File: src/hw/rtl/tnr_pkg.sv
`timescale 1ns / 1ps
// ----------------------------------------------------------------------------
// tnr_pkg
// Shared constants and types for the telnet receive negotiator.
// ----------------------------------------------------------------------------
package tnr_pkg;

  localparam int unsigned OPTION_COUNT = 32;
  localparam int unsigned OPT_IDX_W    = (OPTION_COUNT > 1) ? $clog2(OPTION_COUNT) : 1;
  localparam int unsigned MASK_W       = 32;
  localparam int unsigned MASK_IDX_W   = $clog2(MASK_W);
  localparam int unsigned PADDR_W      = 2;

  localparam logic [MASK_W-1:0]  ACCEPT_MASK_RST = MASK_W'(9);
  localparam logic [PADDR_W-1:0] ADDR_ACCEPT_MASK = PADDR_W'(0);

  localparam logic [7:0] B_IAC  = 8'd255;
  localparam logic [7:0] B_DONT = 8'd254;
  localparam logic [7:0] B_DO   = 8'd253;
  localparam logic [7:0] B_WONT = 8'd252;
  localparam logic [7:0] B_WILL = 8'd251;
  localparam logic [7:0] B_SB   = 8'd250;
  localparam logic [7:0] B_SE   = 8'd240;

  localparam logic DEST_APP  = 1'b0;
  localparam logic DEST_PEER = 1'b1;

  // one queued job: a data byte or a three-beat reply
  typedef struct packed {
    logic       is_reply;
    logic [7:0] verb;
    logic [7:0] value;
  } job_t;

  // queue status seen by the front end
  typedef struct packed {
    logic full;
    logic empty;
  } q_stat_t;

endpackage

File: src/hw/rtl/tnr_front.sv
`timescale 1ns / 1ps
// ----------------------------------------------------------------------------
// tnr_front
// Byte parser and option flag sets; turns each received byte into at most
// one queued job.
// ----------------------------------------------------------------------------
module tnr_front (
  input  logic                     clk_i,
  input  logic                     rst_ni,
  input  logic                     rx_valid_i,
  output logic                     rx_ready_o,
  input  logic [7:0]               rx_byte_i,
  input  logic [31:0]              accept_mask_i,
  input  tnr_pkg::q_stat_t         q_stat_i,
  output logic                     push_o,
  output tnr_pkg::job_t            job_o
);
  import tnr_pkg::*;

  localparam logic [2:0] PH_IDLE = 3'd0;
  localparam logic [2:0] PH_IAC  = 3'd1;
  localparam logic [2:0] PH_DONT = 3'd2;
  localparam logic [2:0] PH_DO   = 3'd3;
  localparam logic [2:0] PH_WONT = 3'd4;
  localparam logic [2:0] PH_WILL = 3'd5;
  localparam logic [2:0] PH_SKIP = 3'd6;

  logic [2:0]              phase_q, phase_d;
  logic [OPTION_COUNT-1:0] wanted_q, wanted_d;
  logic [OPTION_COUNT-1:0] tried_q, tried_d;
  logic [OPTION_COUNT-1:0] offered_q, offered_d;
  logic [OPTION_COUNT-1:0] agreed_q, agreed_d;

  logic                 acc;
  logic                 in_range;
  logic [OPT_IDX_W-1:0] idx;
  logic                 mask_ok;
  logic                 neg;
  logic [7:0]           verb;
  logic                 positive;
  logic                 tried, wanted, offered, agreed, take;
  logic                 send;

  assign rx_ready_o = !q_stat_i.full;
  assign acc        = rx_valid_i && rx_ready_o;

  assign in_range = {1'b0, rx_byte_i} < 9'(OPTION_COUNT);
  assign idx      = rx_byte_i[OPT_IDX_W-1:0];
  assign mask_ok  = (rx_byte_i < 8'(MASK_W)) && accept_mask_i[rx_byte_i[MASK_IDX_W-1:0]];

  always_comb begin
    neg  = 1'b1;
    verb = B_WONT;
    case (phase_q)
      PH_DONT: verb = B_WONT;
      PH_DO:   verb = mask_ok ? B_WILL : B_WONT;
      PH_WONT: verb = B_DONT;
      PH_WILL: verb = mask_ok ? B_DO : B_DONT;
      default: neg  = 1'b0;
    endcase
  end

  assign positive = (verb == B_WILL) || (verb == B_DO);
  assign tried    = in_range && tried_q[idx];
  assign wanted   = in_range && wanted_q[idx];
  assign offered  = in_range && positive;
  assign take     = tried && (wanted == offered);
  assign agreed   = in_range && (take ? offered : agreed_q[idx]);
  assign send     = (agreed != offered) || !tried;

  always_comb begin
    phase_d   = phase_q;
    wanted_d  = wanted_q;
    tried_d   = tried_q;
    offered_d = offered_q;
    agreed_d  = agreed_q;
    push_o    = 1'b0;
    job_o     = '{is_reply: 1'b0, verb: verb, value: rx_byte_i};
    if (acc) begin
      phase_d = PH_IDLE;
      case (phase_q)
        PH_IDLE: begin
          if (rx_byte_i == B_IAC) begin
            phase_d = PH_IAC;
          end else begin
            push_o = 1'b1;
          end
        end
        PH_IAC: begin
          if (rx_byte_i == B_IAC) begin
            push_o = 1'b1;
          end else if (rx_byte_i == B_DONT) begin
            phase_d = PH_DONT;
          end else if (rx_byte_i == B_DO) begin
            phase_d = PH_DO;
          end else if (rx_byte_i == B_WONT) begin
            phase_d = PH_WONT;
          end else if (rx_byte_i == B_WILL) begin
            phase_d = PH_WILL;
          end else if (rx_byte_i == B_SB || rx_byte_i == B_SE) begin
            phase_d = PH_SKIP;
          end
        end
        default: begin
          if (neg) begin
            if (in_range) begin
              offered_d[idx] = positive;
              if (take) begin
                agreed_d[idx] = offered;
              end
              if (send) begin
                tried_d[idx]  = 1'b1;
                wanted_d[idx] = positive;
              end
            end
            if (send) begin
              push_o         = 1'b1;
              job_o.is_reply = 1'b1;
            end
          end
        end
      endcase
    end
  end

  always_ff @(posedge clk_i or negedge rst_ni) begin
    if (!rst_ni) begin
      phase_q   <= PH_IDLE;
      wanted_q  <= '0;
      tried_q   <= '0;
      offered_q <= '0;
      agreed_q  <= '0;
    end else begin
      phase_q   <= phase_d;
      wanted_q  <= wanted_d;
      tried_q   <= tried_d;
      offered_q <= offered_d;
      agreed_q  <= agreed_d;
    end
  end

endmodule

File: src/hw/rtl/tnr_job_queue.sv
`timescale 1ns / 1ps
// ----------------------------------------------------------------------------
// tnr_job_queue
// Two-entry job queue between the parser and the output sequencer.
// ----------------------------------------------------------------------------
module tnr_job_queue (
  input  logic              clk_i,
  input  logic              rst_ni,
  input  logic              push_i,
  input  tnr_pkg::job_t     job_i,
  input  logic              pop_i,
  output tnr_pkg::job_t     head_o,
  output tnr_pkg::q_stat_t  stat_o,
  output logic [1:0]        count_o
);
  import tnr_pkg::*;

  job_t       mem_q [2];
  logic       wr_ptr_q, wr_ptr_d;
  logic       rd_ptr_q, rd_ptr_d;
  logic [1:0] count_q, count_d;
  logic       do_push, do_pop;

  assign stat_o.full  = (count_q == 2'd2);
  assign stat_o.empty = (count_q == 2'd0);
  assign count_o      = count_q;
  assign head_o       = mem_q[rd_ptr_q];

  assign do_push = push_i && !stat_o.full;
  assign do_pop  = pop_i && !stat_o.empty;

  always_comb begin
    wr_ptr_d = wr_ptr_q ^ do_push;
    rd_ptr_d = rd_ptr_q ^ do_pop;
    count_d  = count_q + 2'(do_push) - 2'(do_pop);
  end

  always_ff @(posedge clk_i) begin
    if (do_push) begin
      mem_q[wr_ptr_q] <= job_i;
    end
  end

  always_ff @(posedge clk_i or negedge rst_ni) begin
    if (!rst_ni) begin
      wr_ptr_q <= 1'b0;
      rd_ptr_q <= 1'b0;
      count_q  <= 2'd0;
    end else begin
      wr_ptr_q <= wr_ptr_d;
      rd_ptr_q <= rd_ptr_d;
      count_q  <= count_d;
    end
  end

endmodule

File: src/hw/rtl/tnr_back.sv
`timescale 1ns / 1ps
// ----------------------------------------------------------------------------
// tnr_back
// Output sequencer; sends one beat per data job and three per reply job.
// ----------------------------------------------------------------------------
module tnr_back (
  input  logic              clk_i,
  input  logic              rst_ni,
  input  tnr_pkg::job_t     head_i,
  input  tnr_pkg::q_stat_t  q_stat_i,
  output logic              pop_o,
  output logic              out_valid_o,
  input  logic              out_ready_i,
  output logic              dest_o,
  output logic [7:0]        out_byte_o,
  output logic              last_of_run_o
);
  import tnr_pkg::*;

  logic [1:0] beat_q, beat_d;
  logic       fire;

  assign out_valid_o   = !q_stat_i.empty;
  assign fire          = out_valid_o && out_ready_i;
  assign dest_o        = head_i.is_reply ? DEST_PEER : DEST_APP;
  assign last_of_run_o = !head_i.is_reply || (beat_q == 2'd2);
  assign pop_o         = fire && last_of_run_o;

  always_comb begin
    case (beat_q)
      2'd0:    out_byte_o = head_i.is_reply ? B_IAC : head_i.value;
      2'd1:    out_byte_o = head_i.verb;
      default: out_byte_o = head_i.value;
    endcase
  end

  always_comb begin
    beat_d = beat_q;
    if (fire) begin
      beat_d = last_of_run_o ? 2'd0 : beat_q + 2'd1;
    end
  end

  always_ff @(posedge clk_i or negedge rst_ni) begin
    if (!rst_ni) begin
      beat_q <= 2'd0;
    end else begin
      beat_q <= beat_d;
    end
  end

endmodule

File: src/hw/rtl/telnet_receive_negotiator.sv
`timescale 1ns / 1ps
// ----------------------------------------------------------------------------
// telnet_receive_negotiator
// Telnet receive-side parser and option negotiator with an APB register port.
// ----------------------------------------------------------------------------
// One received byte is taken per cycle while the queue has room. A plain
// byte or an escaped 255 gives one beat to the application; a negotiation
// that needs an answer gives three reply beats, sent one per cycle while
// out_ready_i is high. The parser and flag update push jobs into a two-entry
// queue; the output sequencer drains it, so rx_ready_o drops only while the
// queue is full, when replies outpace their three beats or the output stalls.
module telnet_receive_negotiator (
  input  logic                         clk_i,
  input  logic                         rst_ni,
  input  logic                         rx_valid_i,
  output logic                         rx_ready_o,
  input  logic [7:0]                   rx_byte_i,
  output logic                         out_valid_o,
  input  logic                         out_ready_i,
  output logic                         dest_o,
  output logic [7:0]                   out_byte_o,
  output logic                         last_of_run_o,
  input  logic                         psel,
  input  logic                         penable,
  input  logic                         pwrite,
  input  logic [tnr_pkg::PADDR_W-1:0]  paddr,
  input  logic [31:0]                  pwdata,
  output logic [31:0]                  prdata,
  output logic                         pready
);
  import tnr_pkg::*;

  logic [MASK_W-1:0] accept_mask_q;
  q_stat_t           q_stat;
  job_t              job, head;
  logic              push, pop;
  logic [1:0]        q_count;

  assign pready = 1'b1;
  assign prdata = (paddr == ADDR_ACCEPT_MASK) ? accept_mask_q : '0;

  always_ff @(posedge clk_i or negedge rst_ni) begin
    if (!rst_ni) begin
      accept_mask_q <= ACCEPT_MASK_RST;
    end else if (psel && penable && pwrite && pready && paddr == ADDR_ACCEPT_MASK) begin
      accept_mask_q <= pwdata;
    end
  end

  tnr_front u_front (
    .clk_i         (clk_i),
    .rst_ni        (rst_ni),
    .rx_valid_i    (rx_valid_i),
    .rx_ready_o    (rx_ready_o),
    .rx_byte_i     (rx_byte_i),
    .accept_mask_i (accept_mask_q),
    .q_stat_i      (q_stat),
    .push_o        (push),
    .job_o         (job)
  );

  tnr_job_queue u_queue (
    .clk_i   (clk_i),
    .rst_ni  (rst_ni),
    .push_i  (push),
    .job_i   (job),
    .pop_i   (pop),
    .head_o  (head),
    .stat_o  (q_stat),
    .count_o (q_count)
  );

  tnr_back u_back (
    .clk_i         (clk_i),
    .rst_ni        (rst_ni),
    .head_i        (head),
    .q_stat_i      (q_stat),
    .pop_o         (pop),
    .out_valid_o   (out_valid_o),
    .out_ready_i   (out_ready_i),
    .dest_o        (dest_o),
    .out_byte_o    (out_byte_o),
    .last_of_run_o (last_of_run_o)
  );

  a_count_bound: assert property (@(posedge clk_i) disable iff (!rst_ni)
    q_count != 2'd3)
    else $error("job queue count out of range");

  a_ready_full: assert property (@(posedge clk_i) disable iff (!rst_ni)
    !rx_ready_o |-> q_count == 2'd2)
    else $error("input stalled with room in queue");

  a_data_last: assert property (@(posedge clk_i) disable iff (!rst_ni)
    out_valid_o && dest_o == DEST_APP |-> last_of_run_o)
    else $error("data beat not marked last");

  a_reply_cont: assert property (@(posedge clk_i) disable iff (!rst_ni)
    out_valid_o && out_ready_i && dest_o == DEST_PEER && !last_of_run_o
    |=> out_valid_o && dest_o == DEST_PEER)
    else $error("reply run broken");

endmodule
File: config.mk
export PLATFORM = sky130hd
export DESIGN_NAME = telnet_receive_negotiator
export DESIGN_NICKNAME = d
export VERILOG_FILES = /design/src/hw/rtl/tnr_pkg.sv /design/src/hw/rtl/tnr_front.sv /design/src/hw/rtl/tnr_job_queue.sv /design/src/hw/rtl/tnr_back.sv /design/src/hw/rtl/telnet_receive_negotiator.sv
export SDC_FILE = /design/constraint.sdc
export NUM_CORES = 1
export LEC_CHECK = 0
export ABC_AREA = 1
export ABC_CLOCK_PERIOD_IN_PS = 4750
export BUFFER_PORTS_ARGS = -buffer_cell sky130_fd_sc_hd__buf_2
export CORE_MARGIN = 2
export CORE_UTILIZATION = 40
export CTS_CLUSTER_DIAMETER = 40
export DETAILED_ROUTE_END_ITERATION = 7
export SLEW_MARGIN = 25
export SYNTH_ARGS = -nofsm -noshare
export SYNTH_HDL_FRONTEND = slang
export SYNTH_SLANG_ARGS = --single-unit
File: constraint.sdc
create_clock -name clk_i -period 4.75 [get_ports clk_i]
set_input_delay 0.2375 -clock clk_i [delete_from_list [all_inputs] [get_ports clk_i]]
set_output_delay 0.2375 -clock clk_i [all_outputs]
set_load 0.005 [all_outputs]
==> out/metrics.sh <==
TRITONCTS='yes'
CTSHOLDBUFFERS=1
TIGHTEST_SLEW_NS=0.973
FLOORPLAN.INITIALDENSITY_PCT=40.7
CRITPATHREQUIREDTIME_NS=4.82
FINALHOLDVIOLCOUNT=0
YS_DOMINANT_REG_CELL='sky130_fd_sc_hd__dfrtp_1'
FINAL_NET_COUNT=1136
FINAL-MAX-SLEW-VIOLATION-COUNT=0
POST_SYNTH_INSTANCE_AREA_SQ_UM=8240
WORST-R2R-CELL-COUNT=15
GRT_PASS1_VIAS=6854
FLOORPLAN.CORE_AREA_SQ_UM=20200
TRITONCTS.NUM_BUFFERS=17
DIE_SPAN_Y_UM=148
SYNTH_NETS=1067
SYNTH-SEQ-CELLS=161
SETUP.WORST_PATH.START_CLASS='input pin'
CLOCK_TREE.BUFFER_DEPTH=2
WORST_R2R_STARTPOINT='accept_mask_q[3]$_DFFE_PN1P_'
VIAS=7028
NUMCLOCKSINKS=161
SYNTH_ENABLE_FLOP_CELLS=24
FINAL_DESIGN_AREA_NO_FILL_SQ_UM=9470
REPORT.FINAL.SETUP_VIOL=0
CLOCK_SKEW_NS=0.0101
CRIT_PATH_END_KIND='flop'
SYN_TO_FINAL_GROWTH_PCT=15.0
TNS_NS=0
CP.ARRIVAL_NS=3.14
CRITICAL_PATH_CLASS='input pin to flop'
GR-TOTAL-OVERFLOW=0
PIN_COUNT_OF_THE_BIGGEST_NET_ENTERING_GLOBAL_ROUTING=105
VDD_DROP_MAX_mV=0.251
CRITICAL_PATH.STARTPOINT='rx_byte_i[0]'
POWERDENSITY_nW_PER_UM2=385
TOP_LEVEL_PORTS=94
DESIGN.DIE.AREA_SQ_UM=21800
DP.CELLS=1328
LEAKAGE_nW=4.61
GP_ROUTABILITY_CONGESTION=0.845
NETLIST_TOP_CELLS_COUNT='sky130_fd_sc_hd__nand2_1 (233), sky130_fd_sc_hd__dfrtp_1 (135), sky130_fd_sc_hd__nor2_1 (135)'
SYNTH_MOST_COMMON_CELL='sky130_fd_sc_hd__nand2_1'
SYN_INST=1009
AVGROUTEDWIREPERCELL_UM=16.1
GRT_SETUP_UNREPAIRED='false'
SYNTH.AVG_CELL_AREA_SQ_UM=8.16
MAXIMUM_CLOCK_FREQUENCY_MHz=326
CTS_SETUP_BUFFERS=0
FIN_CRIT_SH_PCT=64.7
HOLD_CLASS='input pin to flop'
SKEW_PAIR_LATE_INSERTION_DELAY_NS=0.44
CRITICAL_PATH_PEAK_FANOUT=25
HTREEDEPTH=4
DETAILED_PLACE_HPWL_UM=14900
HEADROOM_TO_THE_MAX_SLEW_LIMIT_PCT=35.1
POST-PLACE-WS_NS=1.27
PLACEDINSTANCEAREA_SQ_UM=8850
DRT-TOTAL-WL_UM=21900
FRACTION_OF_POST_SYNTHESIS_CELL_AREA_IN_THE_TOP_CELL_TYPE_BY_AREA_PCT=41.0
POST_SYNTH_CELL_TYPES=37
POST_CTS_RESIZED=0
DRC_ERRORS=0
HOLD_SLACK_NS=0.0425
ANT_NETS=0
SETUP.WORST_PATH.END='u_queue.mem_q[1][3]$_DFFE_PP_'
LAYOUT-DRIVE-GT1-SHARE_PCT=16.7
DIE_W_UM=148
SEQUENTIAL_AREA_SHARE_AFTER_SYNTHESIS_PCT=50.4
REG2REG_SETUP_SLACK_NS=1.83
PROPORTION_OF_REGISTER_BITS_WITH_ASYNCHRONOUS_SET_OR_RESET_AFTER_SYNTHESIS_PCT=85.1
OUTCOME='finished clean'
PLACEMENT.IO_BUFFERS=92
DRT_PASS1_ITERATIONS=5
GRT_USE_TOTAL_PCT=20.8
YOSYS.AREA.TOP_TYPE='sky130_fd_sc_hd__dfrtp_1'
SYNTH_WARNINGS=0
ROUTE.DETAILED.VIAS_PER_INST=5.16
PERIOD_MINUS_SLACK_NS=3.07
CTS.REPORTEDPATHS.CLKPINSLEW_NS=0.06
NUM_ANTENNA_CELLS=0
CAP_VIOL_MAX_COUNT=0
TIMING.RR.END='u_queue.mem_q[1][3]$_DFFE_PP_'
GRT_ANTENNA_BEFORE_REPAIR=0
LAYOUTNONFILLERINSTCOUNT=1361
DRT_FIRST_ITER_VIOLATIONS=491
GRT_PASS1_WL_UM=35700
PLACEMENTROWS=52
YOSYS-TOP-CELLS-AREA='sky130_fd_sc_hd__dfrtp_1 (41%), sky130_fd_sc_hd__nand2_1 (11%), sky130_fd_sc_hd__edfxtp_1 (8.7%), sky130_fd_sc_hd__nor2_1 (6.2%), sky130_fd_sc_hd__inv_1 (4.6%)'
CTS_ROOT_BUF='sky130_fd_sc_hd__clkbuf_16'
FINAL_CRITICAL_PATH_SETUP_SLACK_NS=1.68
## cell type report
| type | instances | area (sq um) |
|---|---|---|
| Clock buffer | 24 | 503 |
| Clock inverter | 8 | 100 |
| Fill cell | 1991 | 10800 |
| Inverter | 104 | 395 |
| Multi-Input combinational cell | 686 | 3370 |
| Sequential cell | 161 | 4150 |
| Tap cell | 270 | 338 |
| Timing Repair Buffer | 108 | 617 |
## state kept, by name, summed over array words and instances (netlist names)
signal and cells:
accept_mask_q 32, u_front.agreed_q 32, u_front.tried_q 32, u_front.wanted_q 32
u_queue.mem_q 24, u_front.phase_q 3, u_back.beat_q 2, u_queue.count_o 2
u_queue.rd_ptr_q 1, u_queue.wr_ptr_q 1
## report_power, final
part / leakage (nW) / switching [mW] / internal, mW
Clock: 0.295 / 0.546 / 0.846
Sequential: 1.84 / 0.0682 / 1.54
Combinational: 2.47 / 0.411 / 0.234
## worst max-delay path, cell delays in order
cell	delay, ns
sky130_fd_sc_hd__buf_2	0.32
sky130_fd_sc_hd__inv_4	0.12
sky130_fd_sc_hd__nand2_2	0.45
sky130_fd_sc_hd__nor2_1	0.08
sky130_fd_sc_hd__nor2_1	0.13
sky130_fd_sc_hd__nand2_1	0.10
sky130_fd_sc_hd__a21oi_1	0.15
sky130_fd_sc_hd__nand3_1	0.11
sky130_fd_sc_hd__nand3_2	0.09
sky130_fd_sc_hd__nand2_1	0.07
sky130_fd_sc_hd__nand3_2	0.10
sky130_fd_sc_hd__nand3_4	0.09
sky130_fd_sc_hd__nand2_4	0.07
sky130_fd_sc_hd__nand2_1	0.05
sky130_fd_sc_hd__nand3_1	0.08
sky130_fd_sc_hd__nand2_2	0.08
sky130_fd_sc_hd__o22ai_1	0.26
sky130_fd_sc_hd__ha_1	0.57
## metal layers
layer	vias to the layer above	wire [um]	GRT usage (%)	part of all wire, %
li1	3467	-	-	-
met1	3353	10200	28.6	47
met2	173	10200	33.1	47
met3	35	974	3.73	4.4
met4	0	502	8.08	2.3
met5	-	0	0	0
## cell families (layout without fill, tap and decap cells)
family                   Yosys count  after routing  share of synthesized area (%)
AND/OR/NAND/NOR                  513            513                           28.2
adder cells (fa/ha/maj)            9              9                           1.37
AO/OA/AOI/OAI                    160            160                           10.9
buffers and inverters            162            244                           8.78
XOR/XNOR                           3              3                          0.319
flip-flops                       161            161                           50.4
other                              1              1                         0.0455
## through the flow
stage	power, mW	utilization [%]
after floorplan	2.02	-
after CTS	3.67	46.8
final	3.64	46.8
after global placement	2.27	43.8
after global routing	3.83	46.8
after detailed placement	2.28	43.8
## worst min path at each step
stage                                                from                          endpoint  slack, ns  cells after the start
after floorplan                                    rst_ni     accept_mask_q[10]$_DFFE_PN0P_      -0.06                      0
after CTS                                       pwdata[0]      accept_mask_q[0]$_DFFE_PN1P_       0.02                      3
after global routing                            pwdata[0]      accept_mask_q[0]$_DFFE_PN1P_       0.03                      3
after detailed placement                           rst_ni  u_front.wanted_q[21]$_DFFE_PN0P_       0.44                      1
after global placement    u_front.tried_q[11]$_DFFE_PN0P_   u_front.tried_q[11]$_DFFE_PN0P_       0.43                      2
final                                           pwdata[0]      accept_mask_q[0]$_DFFE_PN1P_       0.04                      3
## layout by cell type (no fill, tap or decap), drive strengths merged
cell,count
nand2,241
xnor2,2
clkinv,5
nand4,41
dfstp,2
nor3,6
a22oi,17
nor4,1
ha,9
bufinv,2
nand3,83
or2,3
buf,106
nor2,138
edfxtp,24
conb,1
clkbuf,25
inv,104
a21oi,41
a31oi,2
clkinvlp,1
o21ai,63
o22ai,34
dlygate4sd3,1
xor2,1
o221ai,3
dfrtp,135
No activity file was read; power rests on OpenSTA's default activity.
